File: config.mk
export PLATFORM = sky130hd
export DESIGN_NAME = rsr_ctrl
export DESIGN_NICKNAME = d
export VERILOG_FILES = /design/src/rsr_pkg.sv /design/src/rsr_ctrl.sv
export SDC_FILE = /design/constraint.sdc
export NUM_CORES = 1
export LEC_CHECK = 0
export BUFFER_PORTS_ARGS = -buffer_cell sky130_fd_sc_hd__buf_2
export CORE_ASPECT_RATIO = 0.75
export CORE_MARGIN = 2
export CORE_UTILIZATION = 50
export CTS_CLUSTER_SIZE = 14
export DETAILED_ROUTE_END_ITERATION = 12
export HOLD_SLACK_MARGIN = 0.06
export PLACE_DENSITY = 0.8
export SLEW_MARGIN = 20
export SYNTH_ARGS = -nofsm -noshare
export SYNTH_HDL_FRONTEND = slang
export SYNTH_SLANG_ARGS = --single-unit
File: constraint.sdc
create_clock -name clk -period 2.76 [get_ports clk]
set_clock_uncertainty 0.2 [all_clocks]
set_input_delay 0.414 -clock clk [delete_from_list [all_inputs] [get_ports clk]]
set_output_delay 0.414 -clock clk [all_outputs]
set_load 0.005 [all_outputs]
File: src/rsr_pkg.sv
// Shared types and constants for the running statistics block.
// Holds operation codes, controller states, and the controller/datapath command
// and status bundles. It depends on nothing else.
package rsr_pkg;

	localparam int RESERVOIR_DEPTH_DEF = 64;
	localparam logic [6:0] CAPACITY_RESET = 7'd64;
	localparam logic [14:0] PCT_FULL = 15'd25600;
	localparam logic CFG_IDX_CAPACITY = 1'b0;

	typedef enum logic [1:0] {
		OP_OBSERVE = 2'd0,
		OP_QUERY   = 2'd1,
		OP_CLEAR   = 2'd2,
		OP_NONE    = 2'd3
	} op_t;

	typedef enum logic [4:0] {
		ST_IDLE, ST_DISP, ST_UPD, ST_MSTART, ST_MEAN, ST_D2, ST_MUL, ST_MACC,
		ST_M2, ST_VCHK, ST_VAR, ST_RES, ST_SH_INIT, ST_SH_RD, ST_SH_WR,
		ST_INS_RD, ST_INS_CMP, ST_Q_R, ST_Q_START, ST_Q_LOHI, ST_Q_RD_LO,
		ST_Q_RD_HI, ST_Q_DIFF, ST_Q_PROD, ST_Q_FSTART, ST_Q_FIN, ST_CLR,
		ST_DONE, ST_DIV_WAIT
	} state_t;

	typedef enum logic [2:0] {
		DV_MEAN, DV_VAR, DV_MOD, DV_PLO, DV_PFRAC
	} div_sel_t;

	typedef enum logic [1:0] {
		RS_SHIFT, RS_INS, RS_LO, RS_HI
	} rd_sel_t;

	typedef enum logic [1:0] {
		WS_SHIFT, WS_POS_RD, WS_POS_SMP
	} wr_sel_t;

	typedef struct packed {
		logic     load_item;
		logic     upd_stats;
		logic     div_start;
		div_sel_t div_sel;
		logic     mean_upd;
		logic     d2_calc;
		logic     mul_load;
		logic [1:0] mul_part;
		logic     mul_acc;
		logic     m2_upd;
		logic     var_upd;
		logic     var_zero;
		logic     clear_stats;
		logic     ins_init;
		logic     ins_last;
		logic     pos_dec;
		logic     sh_init;
		logic     sh_inc;
		logic     rd_en;
		rd_sel_t  rd_sel;
		logic     wr_en;
		wr_sel_t  wr_sel;
		logic     q_r;
		logic     q_lohi;
		logic     q_elo;
		logic     q_diff;
		logic     q_prod;
		logic     q_fin;
		logic     out_load;
	} cmd_t;

	typedef struct packed {
		op_t  op;
		logic cap_zero;
		logic res_full;
		logic pct_ok;
		logic count_ge2;
		logic sh_end;
		logic pos_zero;
		logic rd_gt;
		logic div_done;
	} sts_t;

endpackage

File: src/rsr_ctrl.sv
// Controller of the running statistics block: sequences the datapath for each
// item and runs both handshakes. Depends on rsr_pkg.
module rsr_ctrl
	import rsr_pkg::*;
(
	input  logic clk,
	input  logic arst_n,
	input  logic in_valid,
	output logic in_stall,
	output logic out_valid,
	input  logic out_stall,
	input  sts_t sts,
	output cmd_t cmd
);

	state_t     state_q;
	state_t     state_n;
	state_t     ret_q;
	state_t     ret_n;
	logic [1:0] mcnt_q;
	logic       out_valid_q;
	logic       out_free;

	assign out_free = !out_valid_q || !out_stall;

	// State, return point after a division, multiply step and result valid.
	always_ff @(posedge clk or negedge arst_n) begin
		if (!arst_n) begin
			state_q <= ST_IDLE;
			ret_q <= ST_IDLE;
			mcnt_q <= '0;
			out_valid_q <= 1'b0;
		end else begin
			state_q <= state_n;
			if (cmd.div_start) begin
				ret_q <= ret_n;
			end
			mcnt_q <= (state_q == ST_MUL) ? mcnt_q + 2'd1 : 2'd0;
			if (cmd.out_load) begin
				out_valid_q <= 1'b1;
			end else if (!out_stall) begin
				out_valid_q <= 1'b0;
			end
		end
	end

	// Next state.
	always_comb begin
		state_n = state_q;
		ret_n = ret_q;
		unique case (state_q)
			ST_IDLE: if (in_valid) state_n = ST_DISP;
			ST_DISP: begin
				unique case (sts.op)
					OP_OBSERVE: state_n = ST_UPD;
					OP_QUERY:   state_n = sts.pct_ok ? ST_Q_R : ST_DONE;
					OP_CLEAR:   state_n = ST_CLR;
					default:    state_n = ST_DONE;
				endcase
			end
			ST_UPD: state_n = ST_MSTART;
			ST_MSTART: begin
				state_n = ST_DIV_WAIT;
				ret_n = ST_MEAN;
			end
			ST_MEAN: state_n = ST_D2;
			ST_D2: state_n = ST_MUL;
			ST_MUL: if (mcnt_q == 2'd3) state_n = ST_MACC;
			ST_MACC: state_n = ST_M2;
			ST_M2: state_n = ST_VCHK;
			ST_VCHK: begin
				if (sts.count_ge2) begin
					state_n = ST_DIV_WAIT;
					ret_n = ST_VAR;
				end else begin
					state_n = ST_RES;
				end
			end
			ST_VAR: state_n = ST_RES;
			ST_RES: begin
				priority if (sts.cap_zero) begin
					state_n = ST_DONE;
				end else if (!sts.res_full) begin
					state_n = ST_INS_RD;
				end else begin
					state_n = ST_DIV_WAIT;
					ret_n = ST_SH_INIT;
				end
			end
			ST_SH_INIT: state_n = ST_SH_RD;
			ST_SH_RD: state_n = sts.sh_end ? ST_INS_RD : ST_SH_WR;
			ST_SH_WR: state_n = ST_SH_RD;
			ST_INS_RD: state_n = sts.pos_zero ? ST_DONE : ST_INS_CMP;
			ST_INS_CMP: state_n = sts.rd_gt ? ST_INS_RD : ST_DONE;
			ST_Q_R: state_n = ST_Q_START;
			ST_Q_START: begin
				state_n = ST_DIV_WAIT;
				ret_n = ST_Q_LOHI;
			end
			ST_Q_LOHI: state_n = ST_Q_RD_LO;
			ST_Q_RD_LO: state_n = ST_Q_RD_HI;
			ST_Q_RD_HI: state_n = ST_Q_DIFF;
			ST_Q_DIFF: state_n = ST_Q_PROD;
			ST_Q_PROD: state_n = ST_Q_FSTART;
			ST_Q_FSTART: begin
				state_n = ST_DIV_WAIT;
				ret_n = ST_Q_FIN;
			end
			ST_Q_FIN: state_n = ST_DONE;
			ST_CLR: state_n = ST_DONE;
			ST_DONE: if (out_free) state_n = ST_IDLE;
			ST_DIV_WAIT: if (sts.div_done) state_n = ret_q;
			default: state_n = ST_IDLE;
		endcase
	end

	// Commands to the datapath.
	always_comb begin
		cmd = '0;
		in_stall = (state_q != ST_IDLE);
		unique case (state_q)
			ST_IDLE: cmd.load_item = in_valid;
			ST_UPD: cmd.upd_stats = 1'b1;
			ST_MSTART: begin
				cmd.div_start = 1'b1;
				cmd.div_sel = DV_MEAN;
			end
			ST_MEAN: cmd.mean_upd = 1'b1;
			ST_D2: cmd.d2_calc = 1'b1;
			ST_MUL: begin
				cmd.mul_load = 1'b1;
				cmd.mul_part = mcnt_q;
				cmd.mul_acc = (mcnt_q != 2'd0);
			end
			ST_MACC: cmd.mul_acc = 1'b1;
			ST_M2: cmd.m2_upd = 1'b1;
			ST_VCHK: begin
				cmd.div_start = sts.count_ge2;
				cmd.div_sel = DV_VAR;
				cmd.var_zero = !sts.count_ge2;
			end
			ST_VAR: cmd.var_upd = 1'b1;
			ST_RES: begin
				cmd.ins_init = !sts.cap_zero && !sts.res_full;
				cmd.div_start = !sts.cap_zero && sts.res_full;
				cmd.div_sel = DV_MOD;
			end
			ST_SH_INIT: cmd.sh_init = 1'b1;
			ST_SH_RD: begin
				cmd.ins_last = sts.sh_end;
				cmd.rd_en = !sts.sh_end;
				cmd.rd_sel = RS_SHIFT;
			end
			ST_SH_WR: begin
				cmd.wr_en = 1'b1;
				cmd.wr_sel = WS_SHIFT;
				cmd.sh_inc = 1'b1;
			end
			ST_INS_RD: begin
				cmd.wr_en = sts.pos_zero;
				cmd.wr_sel = WS_POS_SMP;
				cmd.rd_en = !sts.pos_zero;
				cmd.rd_sel = RS_INS;
			end
			ST_INS_CMP: begin
				cmd.wr_en = 1'b1;
				cmd.wr_sel = sts.rd_gt ? WS_POS_RD : WS_POS_SMP;
				cmd.pos_dec = sts.rd_gt;
			end
			ST_Q_R: cmd.q_r = 1'b1;
			ST_Q_START: begin
				cmd.div_start = 1'b1;
				cmd.div_sel = DV_PLO;
			end
			ST_Q_LOHI: cmd.q_lohi = 1'b1;
			ST_Q_RD_LO: begin
				cmd.rd_en = 1'b1;
				cmd.rd_sel = RS_LO;
			end
			ST_Q_RD_HI: begin
				cmd.rd_en = 1'b1;
				cmd.rd_sel = RS_HI;
				cmd.q_elo = 1'b1;
			end
			ST_Q_DIFF: cmd.q_diff = 1'b1;
			ST_Q_PROD: cmd.q_prod = 1'b1;
			ST_Q_FSTART: begin
				cmd.div_start = 1'b1;
				cmd.div_sel = DV_PFRAC;
			end
			ST_Q_FIN: cmd.q_fin = 1'b1;
			ST_CLR: cmd.clear_stats = 1'b1;
			ST_DONE: cmd.out_load = out_free;
			default: cmd = '0;
		endcase
	end

	assign out_valid = out_valid_q;

endmodule

==> reports/results.ini, run 1 <==
[status]
status = completed

[power]
powerDensity_mw_per_mm2 = 1110
ir_drop_mv = 0.734
power_w = 0.00196
power_leakage_nw = 0.801

[route]
avgRoutedWirePerCell_um = 16.7
vias_per_cell = 6.30
post-route-drc-count = 0
drtPass1Iterations = 5
vias = 1784
drt-total-wl_mm = 4.71
ant_nets = 0
drtIter0Drc = 297

[synthesis]
synth-seq-cells = 12
synthFlopType = dfrtp_1
synth_fp_nets = 220
ys_warn_count = 0
synth_cells = 204
syn_area_mm2 = 0.00144
yosysUniqueCellTypes = 50
yosysSeqAreaShare_pct = 20.8
synth-edff-count = 0
syn_area_per_cell_um2 = 7.07
synthArstFlopShare_pct = 100

[grt]
grt_usage_pct = 30.1
grt_pass1_vias = 1553
grt_max_degree = 28
grt_antenna_before_repair = 0
grt_pass1_wl_mm = 7.74
grt.overflow.total = 0

[layout]
final_core_util_pct = 65.8
nNetsFinal = 264
synthToLayoutAreaGrowth_pct = 22.5
n_antenna_cell = 0
fin_area_mm2 = 0.00177
drive_gt1_share_pct = 28.7

[die]
initial_core_util_pct = 53.7
die_area_mm2 = 0.00333
die_height_um = 50.5
rows = 16
die_width_um = 66.0
ios = 50
core_area_mm2 = 0.00268

[critical_path]
worstSetupEndpointType = output port
worstPathMaxFanout = 22
critPathLaunch = state_q[4]
crit_required_ns = 2.15
worstSetupPathType = register to output port
critPathLaunchType = register
critPathArrivalTime_ns = 2.00
r2r_start = state_q[1]

[sta]
rsz0062_at_grt = false
slew_headroom_pct = 60.6
setup_viol = 0
fmax_mhz = 382
worstMarginPinSlew_ns = 0.586
setup-tns-final_ns = 0
period_share_pct = 94.8
fin_ws_ns = 0.144
drv_slew = 0
timing_hold_violations_final = 0
timing.final.crit_period_ns = 2.62

[hold_path]
min_from = mcnt_q[0]
holdCritPathClass = register to register

[clock_network]
cts.htree.levels = 1
cts_buffer_depth = 2
cts_made_buffers = 3
cts_tree = done
clk_pin_slew_ns = 0.05
cts_sinks = 12
clock_latency_ns = 0.24
clockRootBuffer = clkbuf_8

[placed_design]
place_ws_ns = 0.304
gp_congestion = 0.935
dpl-instance-area_mm2 = 0.00170
port_buffers = 49
hpwlAfterDp_mm = 3.50

[run]
cap_viol_max_count = 0

-- synthesized netlist by cell type (3+ instances only) --
cell type,n,area (um2)
nand2_1,15,56.3
nor2_1,27,101
nor4_1,5,31.3
a21oi_1,14,70.1
inv_1,8,30.0
a211oi_1,4,30.0
buf_2,9,45.0
nand3b_1,4,30.0
o211ai_1,4,30.0
nand3_1,4,20.0
nor2b_1,3,18.8
nand2b_1,9,56.3
o22ai_1,3,18.8
o21ai_0,8,40.0
o32ai_1,3,26.3
buf_1,4,15.0
mux2_4,3,45.0
dfrtp_1,12,300
a31oi_1,4,25.0
nor3_1,21,105
-- cell type report --
class                      count  area [um2]
clock buffer                   4        55.1
fill                         255         917
inverter                       9        33.8
multi-input combinational    165        1010
sequential                    12         302
tap                           36        45.0
timing repair buffer          57         320
-- metal layers --
metal  vias up  track usage (%)  share of wire, %
met5         -                0                 0
met4         0             3.74              0.47
met3         4             6.73                12
met2       123             45.3                42
met1       819             45.1                46
li1        838                -                 -
-- state kept, by name, summed over array words and instances, names as in the netlist --
signal     count
mcnt_q         2
out_valid      1
ret_q          4
state_q        5
-- report_power, final --
part | internal [W] | leakage, nW | switching (W)
logic | 0.000546 | 0.621 | 0.000848
clock network | 0.000126 | 0.0288 | 0.0000632
registers | 0.000245 | 0.151 | 0.000129
-- cells in the final DEF, fill, tap and decap left out, drive strengths merged, types with 5 or more instances in the layout --
cell type	count
nand2b	9
inv	8
nand2	15
a21oi	14
dfrtp	12
buf	56
o21ai	8
nor3	21
nor4	5
nor2	27
-- worst max-delay path, stage by stage (launching register included) --
cell and delay, ns:
dfrtp_1 0.53, buf_4 0.31, nand3b_1 0.26, or2_2 0.42, a21oi_1 0.12, buf_2 0.12
-- cell families after synthesis --
kind of cell,after synthesis,share of synthesized area [%]
and+or+nand+nor,107,40.4
xor gates and xnor gates,2,1.22
DFF,12,20.8
adders and majority gates,2,1.74
muxes,3,3.12
buffers and inverters,27,9.11
AOI/OAI and AO/OA,51,23.6
-- final timing paths --
kind / endpoint / slack (ns) / cells past startpoint
min in group asynchronous: ret_q[2] / 0.37 / 2
hold reg to reg: mcnt_q[0] / 0.27 / 1
setup / recovery: cmd[0] / 0.14 / 5
setup reg to reg: state_q[0] / 0.36 / 6
hold / removal: mcnt_q[0] / 0.27 / 1
max in group asynchronous: state_q[1] / 1.76 / 2
-- through the flow --
stage	cells	hold slack, ns
global route	283	0.316
detailed placement	278	0.0992
global placement	278	0.0999
CTS	283	0.275
finish	283	0.273
floorplan	204	-0.0816
-- what timing repair did --
action / in CTS / in global routing
endpoints found under the setup margin: 0 / 2
hold buffers: 1 / 0
resized for setup: 0 / 1
hold endpoints to repair: 12 / 0
buffers inserted: 0 / 0
(Power assumes the default switching activity.)
==> inputs of run 2 (changes only) <==
--- a/config.mk
+++ b/config.mk
@@ -13,6 +13,7 @@
 export DETAILED_ROUTE_END_ITERATION = 12
 export HOLD_SLACK_MARGIN = 0.06
 export PLACE_DENSITY = 0.8
+export SETUP_SLACK_MARGIN = 0.5
 export SLEW_MARGIN = 20
 export SYNTH_ARGS = -nofsm -noshare
 export SYNTH_HDL_FRONTEND = slang
==> run 2 against run 1 <==
Worst hold slack gained 0.0011 ns. Power grew 52%. First-iteration DRC count grew 30%. Design area grew 32%. Global-route usage grew 2.9 points. Critical path type unchanged. Worst setup slack gained 0.17 ns. Register-to-register slack gained 0.09 ns.
==> reports/results.ini, run 2 (synthesis results as in run 1) <==
[critical_path]
critPathArrivalTime_ns = 1.84
worstSetupPathType = register to output port
r2r_slack_ns = 0.45
slowest_stage = dfrtp_2
crit_chain = buf_4 > nand3b_1 > or2_2 > a21oi_1 > buf_2
critPathLaunchType = register
worstPathMaxFanout = 17
crit_required_ns = 2.15
cp_slowest_stage_delay_ns = 0.45
worstSetupEndpointType = output port

[route]
drtIter0Drc = 386
avgRoutedWirePerCell_um = 21.5
vias_per_cell = 6.92
drtPass1Iterations = 5
vias = 2264
post-route-drc-count = 0
drt-total-wl_mm = 7.03
ant_nets = 0

[clock_network]
cts_sinks = 12
clock_latency_ns = 0.24
cts_made_buffers = 3
cts_buffer_depth = 2
cts.htree.levels = 1
clockRootBuffer = clkbuf_8
clk_pin_slew_ns = 0.06
cts_tree = done

[sta]
timing.final.crit_period_ns = 2.45
slew_headroom_pct = 64.9
fmax_mhz = 408
period_share_pct = 88.8
setup-tns-final_ns = 0
worstMarginPinSlew_ns = 0.520
drv_slew = 0
rsz0062_at_grt = true
setup_viol = 0
timing_hold_violations_final = 0

[layout]
n_antenna_cell = 0
fin_area_mm2 = 0.00234
final_core_util_pct = 87.1
final_common_cell = buf_2
top_register = state_q
largest_reg_flops = 5
drive_gt1_share_pct = 49.1
layout_common_cells = 48 x buf_2, 40 x buf_4, 24 x nor2_1
nNetsFinal = 308
largestRegisters = state_q: 5 flops, ret_q: 4 flops, mcnt_q: 2 flops
synthToLayoutAreaGrowth_pct = 62.1
n_fill_cell = 142

[grt]
grt_pass1_vias = 1695
grt_usage_pct = 33.0
grt_pass1_wl_mm = 8.47
grt_max_degree = 28
grt.overflow.total = 0
grt_antenna_before_repair = 0

[die]
core_area_mm2 = 0.00268
die_width_um = 66.0
rows = 16
initial_core_util_pct = 53.7
die_height_um = 50.5
die_area_mm2 = 0.00333
ios = 50

[hold_path]
holdCritPathClass = register to register

[placed_design]
gp_congestion = 0.935
port_buffers = 49
hpwlAfterDp_mm = 3.50
dpl-instance-area_mm2 = 0.00170

[power]
powerDensity_mw_per_mm2 = 1280
power_w = 0.00298
power_leakage_nw = 1.06
ir_drop_mv = 0.825

[run]
cap_viol_max_count = 0

[status]
status = completed

==> run 2: cell types whose count changed in the layout (fill, tap and decap cells not counted), sizes merged <==
cell      before  now
clkinv         1    0
buf           56   97
clkinvlp       0    3
inv            8    6
clkbuf         4    7
==> run 2: power by group <==
part	switching (W)	internal, W
logic	0.00129	0.00112
registers	0.000126	0.000254
clock network	0.0000696	0.000126
total	0.00148	0.00150
==> run 2: metal layers <==
metal / global-route usage [%] / up-vias / routed length [um]
met3: 6.50 / 83 / 982
met5: 0 / - / 0
li1: - / 924 / -
met4: 5.78 / 0 / 516
met1: 48.8 / 995 / 2590
met2: 50.5 / 262 / 2940
==> run 2: area by class of cell <==
cell class              instances  area, um2  share of cell area, %
clock buffers                   4       55.1                   2.36
inverters                       9       45.0                   1.93
multi-input cells             165       1150                   49.3
flip-flops and latches         12        308                   13.2
well taps                      36       45.0                   1.93
repair buffers                101        731                   31.3
==> run 2: path summary, 6_finish.rpt <==
check	start	end	cells after the start
worst min-delay path	mcnt_q[0]	mcnt_q[0]	1
min in group asynchronous	arst_n	state_q[4]	2
worst max register to register	state_q[4]	state_q[4]	9
worst max-delay path	state_q[3]	cmd[0]	5
max in group asynchronous	arst_n	state_q[1]	2
worst min register to register	mcnt_q[0]	mcnt_q[0]	1
==> run 2: repair_timing <==
item / in CTS / in global routing
endpoints found under the setup margin: 37 / 33
hold buffers: 1 / 0
endpoints found under the hold margin: 12 / 0
pin swaps: 6 / 7
resized for setup: 19 / 35
gates cloned: 0 / 2
setup buffers: 17 / 25
==> run 2: per-stage QoR <==
step                worst slack (ns)  hold slack, ns  instances
global route                   0.261           0.330        327
CTS                            0.401           0.275        300
detailed placement             0.304          0.0992        278
finish                         0.309           0.274        327
global placement               0.284          0.0999        278
floorplan                      0.691         -0.0816        204
==> run 2: critical path, delay by kind of cell (launching register included) <==
family	cells	cell delay, ns
AND/OR/NAND/NOR	2	0.53
flip-flops	1	0.45
buffers and inverters	2	0.43
AO/OA/AOI/OAI	1	0.18
==> inputs of run 3 (changes only) <==
--- a/config.mk
+++ b/config.mk
@@ -8,11 +8,11 @@
 export BUFFER_PORTS_ARGS = -buffer_cell sky130_fd_sc_hd__buf_2
 export CORE_ASPECT_RATIO = 0.75
 export CORE_MARGIN = 2
-export CORE_UTILIZATION = 50
+export CORE_UTILIZATION = 46
 export CTS_CLUSTER_SIZE = 14
 export DETAILED_ROUTE_END_ITERATION = 12
 export HOLD_SLACK_MARGIN = 0.06
-export PLACE_DENSITY = 0.8
+export PLACE_DENSITY = 0.77
 export SETUP_SLACK_MARGIN = 0.5
 export SLEW_MARGIN = 20
 export SYNTH_ARGS = -nofsm -noshare
==> constraint.sdc (replaced) <==
create_clock -name clk -period 2.2 [get_ports clk]
set_clock_uncertainty 0.2 [all_clocks]
set_input_delay 0.33 -clock clk [delete_from_list [all_inputs] [get_ports clk]]
set_output_delay 0.33 -clock clk [all_outputs]
set_load 0.005 [all_outputs]
==> run 3 against run 2 <==
The flow now stops in clock tree synthesis (4_1_cts). Synthesized cell count did not move. Area after synthesis did not move.
==> reports/results.ini, run 3 <==
[status]
status = did not finish
haltStage = clock tree synthesis (4_1_cts)
error = [ERROR DPL-0033] detailed placement checks failed during check placement.

[synthesis]
yosysTopAreaCell = dfrtp_1
synth_most_common_cell = nor2_1
synth_cells = 204
synth.area.top_cells = dfrtp_1 21%, nor3_1 7.3%, nor2_1 7.0%
syn_area_mm2 = 0.00144
synthArstFlopShare_pct = 100
yosys.area.top_type_share_pct = 20.8
synth-seq-cells = 12
yosysSeqAreaShare_pct = 20.8
synthFlopType = dfrtp_1
yosys-top-cells-count = 27 x nor2_1, 21 x nor3_1, 15 x nand2_1
synth_fp_nets = 220
syn_area_per_cell_um2 = 7.07
synth-edff-count = 0
ys_warn_count = 0
yosysUniqueCellTypes = 50

[clock_network]
cts_made_buffers = 3
cts_buffer_depth = 2
cts_resized = 113
cts.hold.buffers_added = 1
cts_sinks = 12
cts.htree.levels = 1
post_cts_buffers = 47
clockRootBuffer = clkbuf_8

[die]
die_width_um = 68.6
initial_core_util_pct = 48.8
die_height_um = 52.5
rows = 17
ios = 50

[placed_design]
place_ws_ns = 0.0332
port_buffers = 49
gp_congestion = 0.927
hpwlAfterDp_mm = 4.10

==> run 3: cell counts after synthesis <==
No cell type changed its count.
==> run 3: cells by family after synthesis <==
kind of cell,Yosys count,synth area share [%]
mux,3,3.12
compound gates,51,23.6
flops,12,20.8
simple gates,107,40.4
buf+inv,27,9.11
fa+ha+maj,2,1.74
xor+xnor,2,1.22
==> run 3: stage by stage <==
stage | cells | hold slack (ns) | area (um2) | util, %
floorplan | 204 | -0.166 | 1480 | -
global placement | 310 | 0.0256 | 1970 | 66.6
detailed placement | 310 | 0.0299 | 1970 | 66.6
==> inputs of run 4 (changes only) <==
==> config.mk (replaced) <==
export PLATFORM = sky130hd
export DESIGN_NAME = rsr_ctrl
export DESIGN_NICKNAME = d
export VERILOG_FILES = /design/src/rsr_pkg.sv /design/src/rsr_ctrl.sv
export SDC_FILE = /design/constraint.sdc
export NUM_CORES = 1
export LEC_CHECK = 0
export BUFFER_PORTS_ARGS = -buffer_cell sky130_fd_sc_hd__buf_2
export CORE_MARGIN = 2
export CORE_UTILIZATION = 40
export DETAILED_ROUTE_END_ITERATION = 12
export PLACE_DENSITY_LB_ADDON = 0.15
export SLEW_MARGIN = 20
export SYNTH_ARGS = -nofsm -noshare
export SYNTH_HDL_FRONTEND = slang
export SYNTH_SLANG_ARGS = --single-unit
==> constraint.sdc (replaced) <==
create_clock -name clk -period 2.86 [get_ports clk]
set_clock_uncertainty 0.2 [all_clocks]
set_input_delay 0.429 -clock clk [delete_from_list [all_inputs] [get_ports clk]]
set_output_delay 0.429 -clock clk [all_outputs]
set_load 0.005 [all_outputs]
==> run 4 against run 3 <==
The run now ends clean.
==> reports/results.ini, run 4 (synthesis results as in run 1) <==
[status]
status = completed

[sta]
fin_ws_ns = 0.186
timing_hold_violations_final = 0
rsz0062_at_grt = false
fmax_mhz = 374
setup-tns-final_ns = 0
timing.final.crit_period_ns = 2.67
worstMarginPinSlew_ns = 0.606
drv_slew = 0
slew_headroom_pct = 59.0
setup_viol = 0
period_share_pct = 93.5
timing.hold.ws_ns = 0.279

[clock_network]
cts.hold.buffers_added = 1
cts_tree = done
cts.htree.levels = 1
cts_sinks = 12
cts_buffer_depth = 2
clockRootBuffer = clkbuf_4
cts_resized = 0
post_cts_buffers = 0
cts_made_buffers = 3
clock_latency_ns = 0.27
clk_pin_slew_ns = 0.07

[layout]
top_register = state_q
nNetsFinal = 265
layout_common_cells = 49 x buf_2, 27 x nor2_1, 21 x nor3_1
final_core_util_pct = 51.7
n_antenna_cell = 0
synthToLayoutAreaGrowth_pct = 21.6
drive_gt1_share_pct = 28.6
final_common_cell = buf_2
fin_area_mm2 = 0.00175
largestRegisters = state_q: 5 flops, ret_q: 4 flops, mcnt_q: 2 flops
largest_reg_flops = 5

[grt]
grt_max_degree = 24
grt_pass1_vias = 1509
grt_pass1_wl_mm = 7.57
grt_antenna_before_repair = 0
grt.overflow.total = 0
grt_usage_pct = 23.3

[critical_path]
cp_top_family = simple AND/OR/NAND/NOR gates
critPathLaunchType = register
r2r_slack_ns = 0.52
worstSetupPathType = register to output port
path_buf_inv = 2
worstSetupEndpointType = output port
crit_required_ns = 2.23
crit_chain = and2b_1 > nor2_1 > or4_4 > o21a_4 > inv_1 > buf_2
slowest_stage = dfrtp_1
cp_slowest_stage_delay_ns = 0.65
crit_cells = 6
critPathArrivalTime_ns = 2.05
worstPathMaxFanout = 15
ff2ff_path_depth = 6

[die]
core_area_mm2 = 0.00339
rows = 21
die_width_um = 64.0
ios = 50
die_area_mm2 = 0.00410
die_height_um = 64.0
initial_core_util_pct = 42.5

[power]
power_leakage_nw = 0.795
ir_drop_mv = 0.467
powerDensity_mw_per_mm2 = 1030

[route]
drtIter0Drc = 218
met2_wirelength_mm = 2.09
vias_per_cell = 5.89
met1_length_mm = 2.08
drtPass1Iterations = 4
drt-total-wl_mm = 4.66
avgRoutedWirePerCell_um = 15.8
ant_nets = 0
vias = 1732
highest_layer = met4
wl_met3_um = 410
post-route-drc-count = 0

[placed_design]
place_ws_ns = 0.506
dpl-instance-area_mm2 = 0.00171
hpwlAfterDp_mm = 3.52
gp_congestion = 0.883
port_buffers = 49

[hold_path]
holdCritPathClass = register to register
min_path_cells = 1

[run]
cap_viol_max_count = 0

run 4: final cells by class:
class / instances / area (um2)
Timing Repair Buffer: 58 / 315
Sequential cell: 12 / 300
Tap cell: 46 / 57.6
Multi-Input combinational cell: 165 / 1010
Inverter: 9 / 33.8
Clock buffer: 4 / 36.3
Fill cell: 348 / 1640
run 4: metal layers:
layer | GRT usage [%] | vias up
met1 | 34.8 | 796
met2 | 34.0 | 93
met4 | 8.70 | 0
met3 | 2.64 | 8
met5 | 0 | -
li1 | - | 835
run 4: metrics by stage:
| step | instances | total power, W |
|---|---|---|
| 2_1_floorplan | 204 | 0.00130 |
| 3_3_place_gp | 289 | 0.00168 |
| 3_5_place_dp | 289 | 0.00165 |
| 4_1_cts | 294 | 0.00179 |
| 5_1_grt | 294 | 0.00197 |
| 6_report | 294 | 0.00181 |
run 4: path summary, 6_finish.rpt:
check	startpoint	end
setup / recovery	state_q[0]	cmd[31]
hold / removal	mcnt_q[0]	mcnt_q[0]
setup reg to reg	state_q[1]	state_q[0]
hold reg to reg	mcnt_q[0]	mcnt_q[0]
max in group asynchronous	arst_n	state_q[4]
min in group asynchronous	arst_n	state_q[2]
run 4: report_power, final:
group          total (W)  leakage, nW  internal (W)  switching (W)
logic            0.00131        0.621      0.000519       0.000792
clock network   0.000131       0.0210     0.0000773      0.0000541
registers       0.000370        0.152      0.000235       0.000135
